==> src/rtl/core/stanley_steering_rate_limited_core_macros.svh <==
// Assertion macros for the Stanley steering core.
// Included by the top level; no other dependencies.
`ifndef STANLEY_STEERING_RATE_LIMITED_CORE_MACROS_SVH
`define STANLEY_STEERING_RATE_LIMITED_CORE_MACROS_SVH

`ifndef SYNTHESIS
// Same-cycle implication, disabled while reset is asserted.
`define SSRL_ASSERT_IMPLY(lbl, clk, rstn, ante, cons, msg) \
  lbl: assert property (@(posedge clk) disable iff (!rstn) (ante) |-> (cons)) \
    else $error(msg);
// Next-cycle implication, disabled while reset is asserted.
`define SSRL_ASSERT_NEXT(lbl, clk, rstn, ante, cons, msg) \
  lbl: assert property (@(posedge clk) disable iff (!rstn) (ante) |=> (cons)) \
    else $error(msg);
`else
`define SSRL_ASSERT_IMPLY(lbl, clk, rstn, ante, cons, msg)
`define SSRL_ASSERT_NEXT(lbl, clk, rstn, ante, cons, msg)
`endif

`endif

==> src/rtl/core/ssrl_pkg.sv <==
// Shared types, constants and the arctangent table for the Stanley steering core.
// No dependencies.
`default_nettype none

package ssrl_pkg;

  typedef struct packed {
    logic signed [15:0] vehicle_heading;
    logic signed [15:0] path_heading;
    logic signed [15:0] lateral_error;
    logic signed [15:0] speed;
    logic               waypoint_valid;
    logic               frenet_valid;
  } in_item_t;

  typedef struct packed {
    logic signed [16:0] steer_angle;
    logic [1:0]         status;
  } out_item_t;

  // Configuration register indexes.
  localparam logic [1:0] REG_SOFTENING  = 2'd0;
  localparam logic [1:0] REG_MIN_SPEED  = 2'd1;
  localparam logic [1:0] REG_RATE_LIMIT = 2'd2;

  // Result status codes.
  localparam logic [1:0] STATUS_OK             = 2'd0;
  localparam logic [1:0] STATUS_WP_INVALID     = 2'd1;
  localparam logic [1:0] STATUS_FRENET_MISSING = 2'd2;

  // Reset values of the configuration registers.
  localparam logic [15:0] SOFTENING_RST  = 16'd307;
  localparam logic [15:0] MIN_SPEED_RST  = 16'd26;
  localparam logic [14:0] RATE_LIMIT_RST = 15'd492;

  // Angles in Q3.13 radians.
  localparam logic signed [16:0] PI_Q      = 17'sd25736;
  localparam logic signed [16:0] TWO_PI_Q  = 17'sd51472;
  localparam logic signed [15:0] HALF_PI_Q = 16'sd12868;

  // CORDIC datapath width: the denominator scaled by 256 plus gain growth.
  localparam int CORDIC_W   = 28;
  localparam int ATAN_LEN   = 24;
  localparam int ATAN_IDX_W = 5;

  // atan(2^-i) rounded to Q3.13.
  function automatic logic signed [15:0] atan_lut(input logic [ATAN_IDX_W-1:0] idx);
    case (idx)
      5'd0:    return 16'sd6434;
      5'd1:    return 16'sd3798;
      5'd2:    return 16'sd2007;
      5'd3:    return 16'sd1019;
      5'd4:    return 16'sd511;
      5'd5:    return 16'sd256;
      5'd6:    return 16'sd128;
      5'd7:    return 16'sd64;
      5'd8:    return 16'sd32;
      5'd9:    return 16'sd16;
      5'd10:   return 16'sd8;
      5'd11:   return 16'sd4;
      5'd12:   return 16'sd2;
      5'd13:   return 16'sd1;
      default: return 16'sd0;
    endcase
  endfunction

endpackage

`default_nettype wire

==> src/rtl/core/ssrl_cordic.sv <==
// Iterative vectoring CORDIC that returns atan2(y, x) in Q3.13, one micro-rotation a cycle.
// Depends on ssrl_pkg.
`default_nettype none

module ssrl_cordic import ssrl_pkg::*; #(
  parameter int STEPS = 16
) (
  input  wire logic               clk,
  input  wire logic               rst_n,
  input  wire logic               start,
  input  wire logic [16:0]        x_in,
  input  wire logic signed [15:0] y_in,
  output logic                    done,
  output logic signed [15:0]      z_out
);

  localparam int N = (STEPS > ATAN_LEN) ? ATAN_LEN : STEPS;
  localparam logic [ATAN_IDX_W-1:0] LAST_STEP = ATAN_IDX_W'(N - 1);

  logic                         run_r, run_nxt;
  logic                         done_r, done_nxt;
  logic [ATAN_IDX_W-1:0]        step_r, step_nxt;
  logic signed [CORDIC_W-1:0]   x_r, x_nxt;
  logic signed [CORDIC_W-1:0]   y_r, y_nxt;
  logic signed [15:0]           z_r, z_nxt;
  logic signed [CORDIC_W-1:0]   dx, dy;

  assign dx = y_r >>> step_r;
  assign dy = x_r >>> step_r;

  always_comb begin
    run_nxt  = run_r;
    done_nxt = 1'b0;
    step_nxt = step_r;
    x_nxt    = x_r;
    y_nxt    = y_r;
    z_nxt    = z_r;
    if (start) begin
      // Zero numerator and zero denominator are answered without iterating.
      if (y_in == '0) begin
        z_nxt    = '0;
        done_nxt = 1'b1;
      end else if (x_in == '0) begin
        z_nxt    = y_in[15] ? -HALF_PI_Q : HALF_PI_Q;
        done_nxt = 1'b1;
      end else begin
        x_nxt    = signed'({3'b000, x_in, 8'h00});
        y_nxt    = signed'({{(CORDIC_W-24){y_in[15]}}, y_in, 8'h00});
        z_nxt    = '0;
        step_nxt = '0;
        run_nxt  = 1'b1;
      end
    end else if (run_r) begin
      if (!y_r[CORDIC_W-1]) begin
        x_nxt = x_r + dx;
        y_nxt = y_r - dy;
        z_nxt = z_r + atan_lut(step_r);
      end else begin
        x_nxt = x_r - dx;
        y_nxt = y_r + dy;
        z_nxt = z_r - atan_lut(step_r);
      end
      step_nxt = step_r + 1'b1;
      if (step_r == LAST_STEP) begin
        run_nxt  = 1'b0;
        done_nxt = 1'b1;
      end
    end
  end

  always_ff @(posedge clk) begin
    if (!rst_n) begin
      run_r  <= 1'b0;
      done_r <= 1'b0;
    end else begin
      run_r  <= run_nxt;
      done_r <= done_nxt;
    end
  end

  always_ff @(posedge clk) begin
    step_r <= step_nxt;
    x_r    <= x_nxt;
    y_r    <= y_nxt;
    z_r    <= z_nxt;
  end

  assign done  = done_r;
  assign z_out = z_r;

endmodule

`default_nettype wire

==> src/rtl/core/stanley_steering_rate_limited_core.sv <==
// Stanley lateral steering controller with a rate-limited output angle.
// Channels: in_* carries one control tick per item, out_* one steering result per item.
// Both use valid/stall; an item moves on a clock edge with valid high and stall low.
// cfg_we writes softening gain (index 0), minimum speed (1) or rate limit (2).
// A valid tick waits in S_CORDIC, then passes S_LIMIT and S_DONE before its result is out_valid;
// the iterative CORDIC does one micro-rotation per cycle, capped at 24.
// A tick with zero lateral error or a zero denominator skips the iterations.
// A tick with an invalid waypoint or missing Frenet data skips the CORDIC and answers with angle 0.
// A new tick is not taken while one is in flight: in_stall is high from acceptance until the
// result moves to the output register.
// The output register holds a result while out_stall is high; the next tick is still taken
// and waits at its final stage until the register frees.
// Reset (rst_n low, synchronous) restores the default configuration, clears the stored angle
// and empties the block.
`default_nettype none
`include "stanley_steering_rate_limited_core_macros.svh"

module stanley_steering_rate_limited_core import ssrl_pkg::*; #(
  parameter int CORDIC_STEPS = 16
) (
  input  wire logic        clk,
  input  wire logic        rst_n,
  input  wire logic        in_valid,
  output logic             in_stall,
  input  wire in_item_t    in_data,
  output logic             out_valid,
  input  wire logic        out_stall,
  output out_item_t        out_data,
  input  wire logic        cfg_we,
  input  wire logic [1:0]  cfg_index,
  input  wire logic [15:0] cfg_wdata
);

  localparam logic [2:0] S_IDLE   = 3'd0;
  localparam logic [2:0] S_CORDIC = 3'd1;
  localparam logic [2:0] S_LIMIT  = 3'd2;
  localparam logic [2:0] S_DONE   = 3'd3;

  logic [2:0]         state_r, state_nxt;
  logic [15:0]        softening_r;
  logic [15:0]        min_speed_r;
  logic [14:0]        rate_limit_r;
  logic signed [16:0] prev_r, prev_nxt;
  logic signed [15:0] head_err_r, head_err_nxt;
  logic signed [16:0] angle_r, angle_nxt;
  logic signed [16:0] res_angle_r, res_angle_nxt;
  logic [1:0]         res_status_r, res_status_nxt;
  logic               out_valid_r, out_valid_nxt;
  out_item_t          out_data_r, out_data_nxt;

  logic               in_acc;
  logic               out_load;
  logic signed [16:0] d_raw;
  logic signed [15:0] d_wrap;
  logic signed [16:0] spd_ext, min_ext;
  logic [15:0]        vel;
  logic [16:0]        den;
  logic               cor_start;
  logic               cor_done;
  logic signed [15:0] cor_z;
  logic signed [17:0] diff, rl_ext, lim_wide, lim_step;
  logic signed [16:0] lim_angle;

  assign in_stall = (state_r != S_IDLE);
  assign in_acc   = in_valid && !in_stall;
  assign out_load = (state_r == S_DONE) && (!out_valid_r || !out_stall);

  // Heading error, wrapped once by a full turn into (-pi, pi].
  always_comb begin
    d_raw = 17'(in_data.vehicle_heading) - 17'(in_data.path_heading);
    if (d_raw > PI_Q) begin
      d_wrap = 16'(d_raw - TWO_PI_Q);
    end else if (d_raw <= -PI_Q) begin
      d_wrap = 16'(d_raw + TWO_PI_Q);
    end else begin
      d_wrap = 16'(d_raw);
    end
  end

  // Denominator: softening gain plus the speed clamped from below.
  assign spd_ext = 17'(in_data.speed);
  assign min_ext = signed'({1'b0, min_speed_r});
  assign vel     = (spd_ext > min_ext) ? in_data.speed : min_speed_r;
  assign den     = 17'(softening_r) + 17'(vel);

  assign cor_start = in_acc && in_data.waypoint_valid && in_data.frenet_valid;

  ssrl_cordic #(
    .STEPS (CORDIC_STEPS)
  ) u_cordic (
    .clk   (clk),
    .rst_n (rst_n),
    .start (cor_start),
    .x_in  (den),
    .y_in  (in_data.lateral_error),
    .done  (cor_done),
    .z_out (cor_z)
  );

  // Rate limiter against the stored angle.
  always_comb begin
    rl_ext = signed'({3'b000, rate_limit_r});
    diff   = 18'(angle_r) - 18'(prev_r);
    if (diff > rl_ext) begin
      lim_wide = 18'(prev_r) + rl_ext;
    end else if (diff < -rl_ext) begin
      lim_wide = 18'(prev_r) - rl_ext;
    end else begin
      lim_wide = 18'(angle_r);
    end
    lim_angle = 17'(lim_wide);
    lim_step  = lim_wide - 18'(prev_r);
  end

  always_comb begin
    state_nxt      = state_r;
    prev_nxt       = prev_r;
    head_err_nxt   = head_err_r;
    angle_nxt      = angle_r;
    res_angle_nxt  = res_angle_r;
    res_status_nxt = res_status_r;
    out_data_nxt   = out_data_r;
    out_valid_nxt  = out_valid_r && out_stall;
    case (state_r)
      S_IDLE: begin
        if (in_acc) begin
          if (!in_data.waypoint_valid) begin
            res_angle_nxt  = '0;
            res_status_nxt = STATUS_WP_INVALID;
            state_nxt      = S_DONE;
          end else if (!in_data.frenet_valid) begin
            res_angle_nxt  = '0;
            res_status_nxt = STATUS_FRENET_MISSING;
            state_nxt      = S_DONE;
          end else begin
            head_err_nxt = d_wrap;
            state_nxt    = S_CORDIC;
          end
        end
      end
      S_CORDIC: begin
        if (cor_done) begin
          angle_nxt = 17'(head_err_r) + 17'(cor_z);
          state_nxt = S_LIMIT;
        end
      end
      S_LIMIT: begin
        prev_nxt       = lim_angle;
        res_angle_nxt  = lim_angle;
        res_status_nxt = STATUS_OK;
        state_nxt      = S_DONE;
      end
      S_DONE: begin
        if (out_load) begin
          out_data_nxt.steer_angle = res_angle_r;
          out_data_nxt.status      = res_status_r;
          out_valid_nxt            = 1'b1;
          state_nxt                = S_IDLE;
        end
      end
      default: begin
        state_nxt = S_IDLE;
      end
    endcase
  end

  always_ff @(posedge clk) begin
    if (!rst_n) begin
      state_r      <= S_IDLE;
      out_valid_r  <= 1'b0;
      prev_r       <= '0;
      softening_r  <= SOFTENING_RST;
      min_speed_r  <= MIN_SPEED_RST;
      rate_limit_r <= RATE_LIMIT_RST;
    end else begin
      state_r     <= state_nxt;
      out_valid_r <= out_valid_nxt;
      prev_r      <= prev_nxt;
      if (cfg_we) begin
        case (cfg_index)
          REG_SOFTENING:  softening_r  <= cfg_wdata;
          REG_MIN_SPEED:  min_speed_r  <= cfg_wdata;
          REG_RATE_LIMIT: rate_limit_r <= cfg_wdata[14:0];
          default: ;
        endcase
      end
    end
  end

  always_ff @(posedge clk) begin
    head_err_r   <= head_err_nxt;
    angle_r      <= angle_nxt;
    res_angle_r  <= res_angle_nxt;
    res_status_r <= res_status_nxt;
    out_data_r   <= out_data_nxt;
  end

  assign out_valid = out_valid_r;
  assign out_data  = out_data_r;

  `SSRL_ASSERT_IMPLY(a_cordic_done_in_wait, clk, rst_n, cor_done, state_r == S_CORDIC, "CORDIC finished outside its wait state")
  `SSRL_ASSERT_IMPLY(a_error_angle_zero, clk, rst_n, out_valid_r && (out_data_r.status != STATUS_OK), out_data_r.steer_angle == '0, "error item carries a nonzero angle")
  `SSRL_ASSERT_IMPLY(a_step_within_limit, clk, rst_n, state_r == S_LIMIT, (lim_step <= rl_ext) && (lim_step >= -rl_ext), "angle step exceeds the rate limit")
  `SSRL_ASSERT_NEXT(a_busy_after_accept, clk, rst_n, in_acc, in_stall, "block took an item but is not busy")

endmodule

`default_nettype wire
==> config.mk <==
export PLATFORM = sky130hd
export DESIGN_NAME = stanley_steering_rate_limited_core
export DESIGN_NICKNAME = d
export VERILOG_FILES = /design/src/rtl/core/ssrl_pkg.sv /design/src/rtl/core/ssrl_cordic.sv /design/src/rtl/core/stanley_steering_rate_limited_core.sv
export VERILOG_INCLUDE_DIRS = /design/src /design/src/rtl/core
export SDC_FILE = /design/constraint.sdc
export NUM_CORES = 1
export LEC_CHECK = 0
export BUFFER_PORTS_ARGS = -buffer_cell sky130_fd_sc_hd__clkbuf_2
export CAP_MARGIN = 20
export CELL_PAD_IN_SITES_DETAIL_PLACEMENT = 1
export CELL_PAD_IN_SITES_GLOBAL_PLACEMENT = 1
export CORE_MARGIN = 5
export CORE_UTILIZATION = 35
export CTS_BUF_LIST = sky130_fd_sc_hd__clkbuf_16
export DETAILED_ROUTE_END_ITERATION = 16
export PLACE_DENSITY = 0.68
export SYNTH_ARGS = -nofsm -noshare
export SYNTH_HDL_FRONTEND = slang
export SYNTH_HIERARCHICAL = 1
export SYNTH_SLANG_ARGS = --single-unit
==> constraint.sdc <==
create_clock -name clk -period 13.49 [get_ports clk]
set_clock_uncertainty 0.2 [all_clocks]
set_input_delay 2.0235 -clock clk [delete_from_list [all_inputs] [get_ports clk]]
set_output_delay 2.0235 -clock clk [all_outputs]
set_load 0.01 [all_outputs]
# Yosys cells after proc, flatten, opt, wreduce, memory -nomap -nowiden
# Memory sizes are Yosys's and may differ from the RTL's. A register that Yosys moved wholly into a read port is not among the register bits.
# Index checks and enable logic that the tools add are counted.
# op_classes
n_addsub,16
mul,0
div,0
n_lt_le_gt_ge,5
eq_ne,12
shifts,2
n_mux,61
bitwise,0
n_reduce_logical,26
# ops
operator,count
28-bit two-way mux,10
16-bit two-way mux,17
17-bit two-way mux,5
28-bit adder,2
28-bit by 5-bit >>> shifter with 28-bit output,2
28-bit subtractor,2
16-bit by 16-bit adder with 17-bit output,2
17-bit one-hot mux with 2 select lines,1
5-bit two-way mux,4
18-bit by 16-bit greater-than comparator with 1-bit output,1
18-bit less-than comparator,1
15-bit negator with 18-bit output,1
17-bit by 17-bit subtractor with 18-bit output,1
17-bit by 16-bit adder with 17-bit output,1
16-bit by 17-bit greater-than comparator with 1-bit output,1
"17-bit by 16-bit greater-than comparator with 1-bit output, second input constant",1
"17-bit by 16-bit <= comparator with 1-bit output, second input constant",1
17-bit zero test,1
16-bit by 16-bit subtractor with 17-bit output,1
17-bit by 16-bit subtractor with 17-bit output,1
"16-bit by 15-bit adder with 16-bit output, second input constant",1
16-bit adder,1
16-bit zero test,1
"16-bit by 15-bit subtractor with 16-bit output, second input constant",1
other kinds (26),62
# word_totals
regBits,218
latchBits,0
mem_bits_rw,0
romBits,416
input_bits,89
out_inout_bits,21
elab_cells,142
mem_count,2
# mem_list
name,depth,width,read_ports,rd_clocked_by_memory_dff,write_ports,line,source
(no name shown),16,13,1,1,0,ssrl_pkg.sv:48,case (idx)
(no name shown),16,13,1,1,0,ssrl_pkg.sv:48,

# Longest topological paths before layout
# logic_depth
depth_word,10
mapped_depth,37
mapped_depth_nobuf,36

# Hierarchy
# The synthesis kept the hierarchy.
# by_module_without_submodules
module,instances,cells_each,area_each_um2,seq_area_each_um2
ssrl_cordic,1,1371,12082.8,2612.5
stanley_steering_rate_limited_core,1,1343,11702.5,3473.3

# Least setup slack after synthesis
# OpenSTA, ideal clock, no wires.
# synth_path
path_kind,input -> register
from,input port in_data[4] (netlist bit)
to,register (tool-made name)
setup_time_ns,0.117
t_arrival_ns,9.578
required_ns,13.173
slack_ns,3.594
path_stages,36
n_path_buf,1
cell_sequence,ha_1 a21o_1 a21o_1 a211oi_1 o21a_1 o21ai_0 a21o_1 a21o_1 a21oi_1 nor3_2 clkbuf_1 mux2_2 ha_1 inv_1 fa_1 nor2b_1 o21ai_0 a21boi_0 o21ai_0 a21oi_1 o21ai_0 a21oi_1 o41ai_1 o21a_1 o21ai_0 nor4_1 nand4_1 nor4_1 nand2b_1 nand2_1 o21ai_1 inv_1 ha_1 nand2_1 o21ai_0 a22o_1
# synth_rtl
element,line,source
start: declaration,stanley_steering_rate_limited_core.sv:25,"input wire in_item_t in_data,"

==> impl_metrics.py <==
metrics = {
    "die": {
        "rows": 95,
        "die_x_um": 271,
        "die_area_um2": 73300,
        "chipHeight_um": 271,
        "io_pins": 110,
        "fp.coreArea_um2": 67300,
        "start_util_pct": 35.4,
    },
    "timing": {
        "setup_violations": 0,
        "hold_viol_final": 0,
        "post-route-period-util_pct": 75.7,
        "min_period_ns": 10.21,
        "timing.final.ws_setup_ns": 3.28,
        "slew_violations": 0,
        "relSlewSlack_pct": 27.1,
        "setup_tns_ns": 0,
        "max_freq_ghz": 0.0980,
        "grt_setup_unrepaired": "no",
        "worst_slew_pin_slew_ns": 1.09,
    },
    "worst_hold_path": {
        "whs_path_depth": 0,
        "min_path_type": "register to register",
    },
    "power_and_ir_drop": {
        "irDropWorstVdd_mv": 0.0852,
        "power_frac_seq_pct": 22.0,
        "p_comb_share_pct": 64.3,
        "finalPower_mw": 5.55,
        "p_leak_nw": 10.4,
        "p_int_mw": 2.95,
        "power_density_nw_per_um2": 213,
        "p_switching_mw": 2.60,
        "pwr-share-clk_pct": 13.7,
        "swShare_pct": 46.9,
    },
    "worst_setup_path": {
        "cp-startpoint": "in_data[4]",
        "arrival_ns": 10.47,
        "timing.critical_path.slowest_stage_cell": "nor4_1",
        "cpPeakStageDelay_ns": 0.59,
        "cp.required_ns": 13.76,
        "path_common_cell": "o21ai_0",
        "regToRegSetupSlack_ns": 4.44,
        "start_kind": "primary input",
        "worstSetupPathType": "primary input to register",
        "worstRegToRegCells": 38,
        "crit_fanout": 36,
        "end_kind": "register",
        "r2r_start": "min_speed_r[2]",
    },
    "run": {
        "drv_cap": 0,
    },
    "cts": {
        "cts_made_buffers": 28,
        "clk_path_buf_depth": 3,
        "tritoncts": "done",
        "cts_setup_buffers": 0,
        "htreeDepth": 1,
        "cts_resized": 0,
        "cts_root_buf": "clkbuf_16",
        "holdBufCountCts": 0,
        "clkTransAtPathRegs_ns": 0.06,
        "cts_sinks": 230,
        "clock_latency_ns": 0.60,
    },
    "logic_synthesis": {
        "synth-seq-area-share_pct": 25.6,
        "syn_avg_cell_area_um2": 8.76,
        "yosysWarnings": 6,
        "ys_top_cells_by_area": "edfxtp_1 19%, ha_1 12%, dfxtp_1 6.9%",
        "synth_edf_count": 148,
        "synth_area_um2": 23800,
        "yosysMostFrequentCell": "nand2_1",
        "ys.flop_type": "edfxtp_1",
        "async_flop_share_pct": 0,
        "yosys.area.top_type": "edfxtp_1",
        "synthTopCellsByCount": "249 x nand2_1, 234 x ha_1, 204 x a21oi_1, 199 x nor2_1, 171 x inv_1",
        "synth_cell_types": 120,
        "synth_top_area_share_pct": 18.7,
        "synthCells": 2714,
        "synth-seq-cells": 230,
        "syn-num-nets": 3046,
    },
    "placed_design": {
        "io_buffers": 109,
        "placedCellCount": 3607,
        "dp_hpwl_um": 61500,
        "globalplace.congestion": 0.911,
        "dp_slack_ns": 2.76,
    },
    "drt": {
        "vias_per_cell": 5.91,
        "routed_wl_um": 79100,
        "firstDrtPassIters": 6,
        "first_iter_violations": 1404,
        "drc": 0,
        "vias": 21600,
        "ant_nets": 0,
        "wl_per_cell_um": 21.6,
    },
    "grt": {
        "grt_pass1_wl_um": 125000,
        "first_global_vias": 22100,
        "antenna_found_initial": 0,
        "grt_max_degree": 83,
        "grt_use_total_pct": 20.6,
        "grt.overflow.total": 0,
    },
    "layout": {
        "layout.nets": 3099,
        "utilization_pct": 38.7,
        "final_cells": 3662,
        "seq_area_um2": 6090,
        "antennaDiodeCount": 0,
        "layout-drive-gt1-share_pct": 12.7,
        "multiInputGateArea_um2": 16500,
        "num-fill-cells": 7927,
        "syn2layout_area_growth_pct": 9.45,
    },
    "run_status": {
        "status": "finished, final reports clean",
    },
}
## flip-flops by register name (all words and copies together), names as in the netlist, 5 cells and up, named ones only
signal and flops:
min_speed_r 16, head_err_r 16, rate_limit_r 15, out_data 19
u_cordic/y_r 28, angle_r 17, u_cordic/x_r 28, u_cordic/z_out 16
softening_r 16, u_cordic/step_r 5, prev_r 17, res_angle_r 17
## worst min path at each step
stage                    startpoint            to  slack [ns]
CTS                  res_angle_r[9]  out_data[11]        0.23
finish               res_angle_r[9]  out_data[11]        0.22
global route         res_angle_r[4]   out_data[6]        0.23
global placement    res_angle_r[10]  out_data[12]        0.20
floorplan           res_status_r[0]   out_data[0]        0.20
detailed placement  res_angle_r[12]  out_data[14]        0.21
## layout make-up
class                           instances  share of cell area, %
Timing Repair Buffer                  136                   2.95
Clock buffer                           28                   2.69
Tap cell                              873                   4.20
Multi-Input combinational cell       2197                   63.5
Inverter                              174                   2.51
Sequential cell                       230                   23.4
Clock inverter                         24                  0.798
## layer usage
metal,track usage (%),up-vias,part of all wire [%]
li1,-,10200,-
met1,28.6,10800,46
met2,34.8,529,47
met3,2.07,84,4.6
met4,4.25,0,1.9
met5,0,-,0
## power by group through the flow
stage | Sequential (mW) | Combinational, mW | Clock, mW
final | 1.22 | 3.57 | 0.760
after global routing | 1.24 | 3.91 | 0.811
after CTS | 1.22 | 3.53 | 0.782
after detailed placement | 1.23 | 3.49 | 0
after global placement | 1.22 | 3.37 | 0
after floorplan | 1.16 | 2.65 | 0
## cell usage in the layout, fill, tap and decap left out, types with 24 or more instances in the layout
cell / count
nor2b_1: 31
a21oi_1: 204
mux2i_1: 54
inv_1: 181
o211ai_1: 34
and2_1: 26
mux4_2: 55
ha_1: 234
edfxtp_1: 148
clkbuf_2: 109
mux2_2: 50
nand3_1: 73
a31oi_1: 28
clkbuf_16: 28
nor3_1: 58
nand2_1: 248
nand2b_1: 34
nor2_1: 198
a211oi_1: 31
a21o_1: 65
o21ai_0: 154
dfxtp_1: 82
xnor2_1: 118
o21a_1: 40
xor2_1: 61
buf_4: 24
## cell families after synthesis
| group | after synthesis | synth area share (%) |
|---|---|---|
| simple gates | 811 | 16.8 |
| buf+inv | 287 | 5.02 |
| fa+ha+maj | 243 | 13.1 |
| mux | 164 | 10.2 |
| xor+xnor | 183 | 6.94 |
| compound gates | 796 | 22.4 |
| flops | 230 | 25.6 |
## critical path, delay by kind of cell
family	cells	cell delay, ns
AO/OA/AOI/OAI	20	4.19
AND/OR/NAND/NOR	8	1.95
buffers and inverters	5	1.03
adder cells (fa/ha/maj)	4	0.96
multiplexers	1	0.30
## through the flow
step / area (um2) / hold slack, ns
after floorplan: 23800 / 0.200
after global placement: 25100 / 0.201
after detailed placement: 25100 / 0.206
after CTS: 26000 / 0.226
after global routing: 26000 / 0.230
final: 26000 / 0.222
Note: power is estimated with default switching activity, not from simulation.
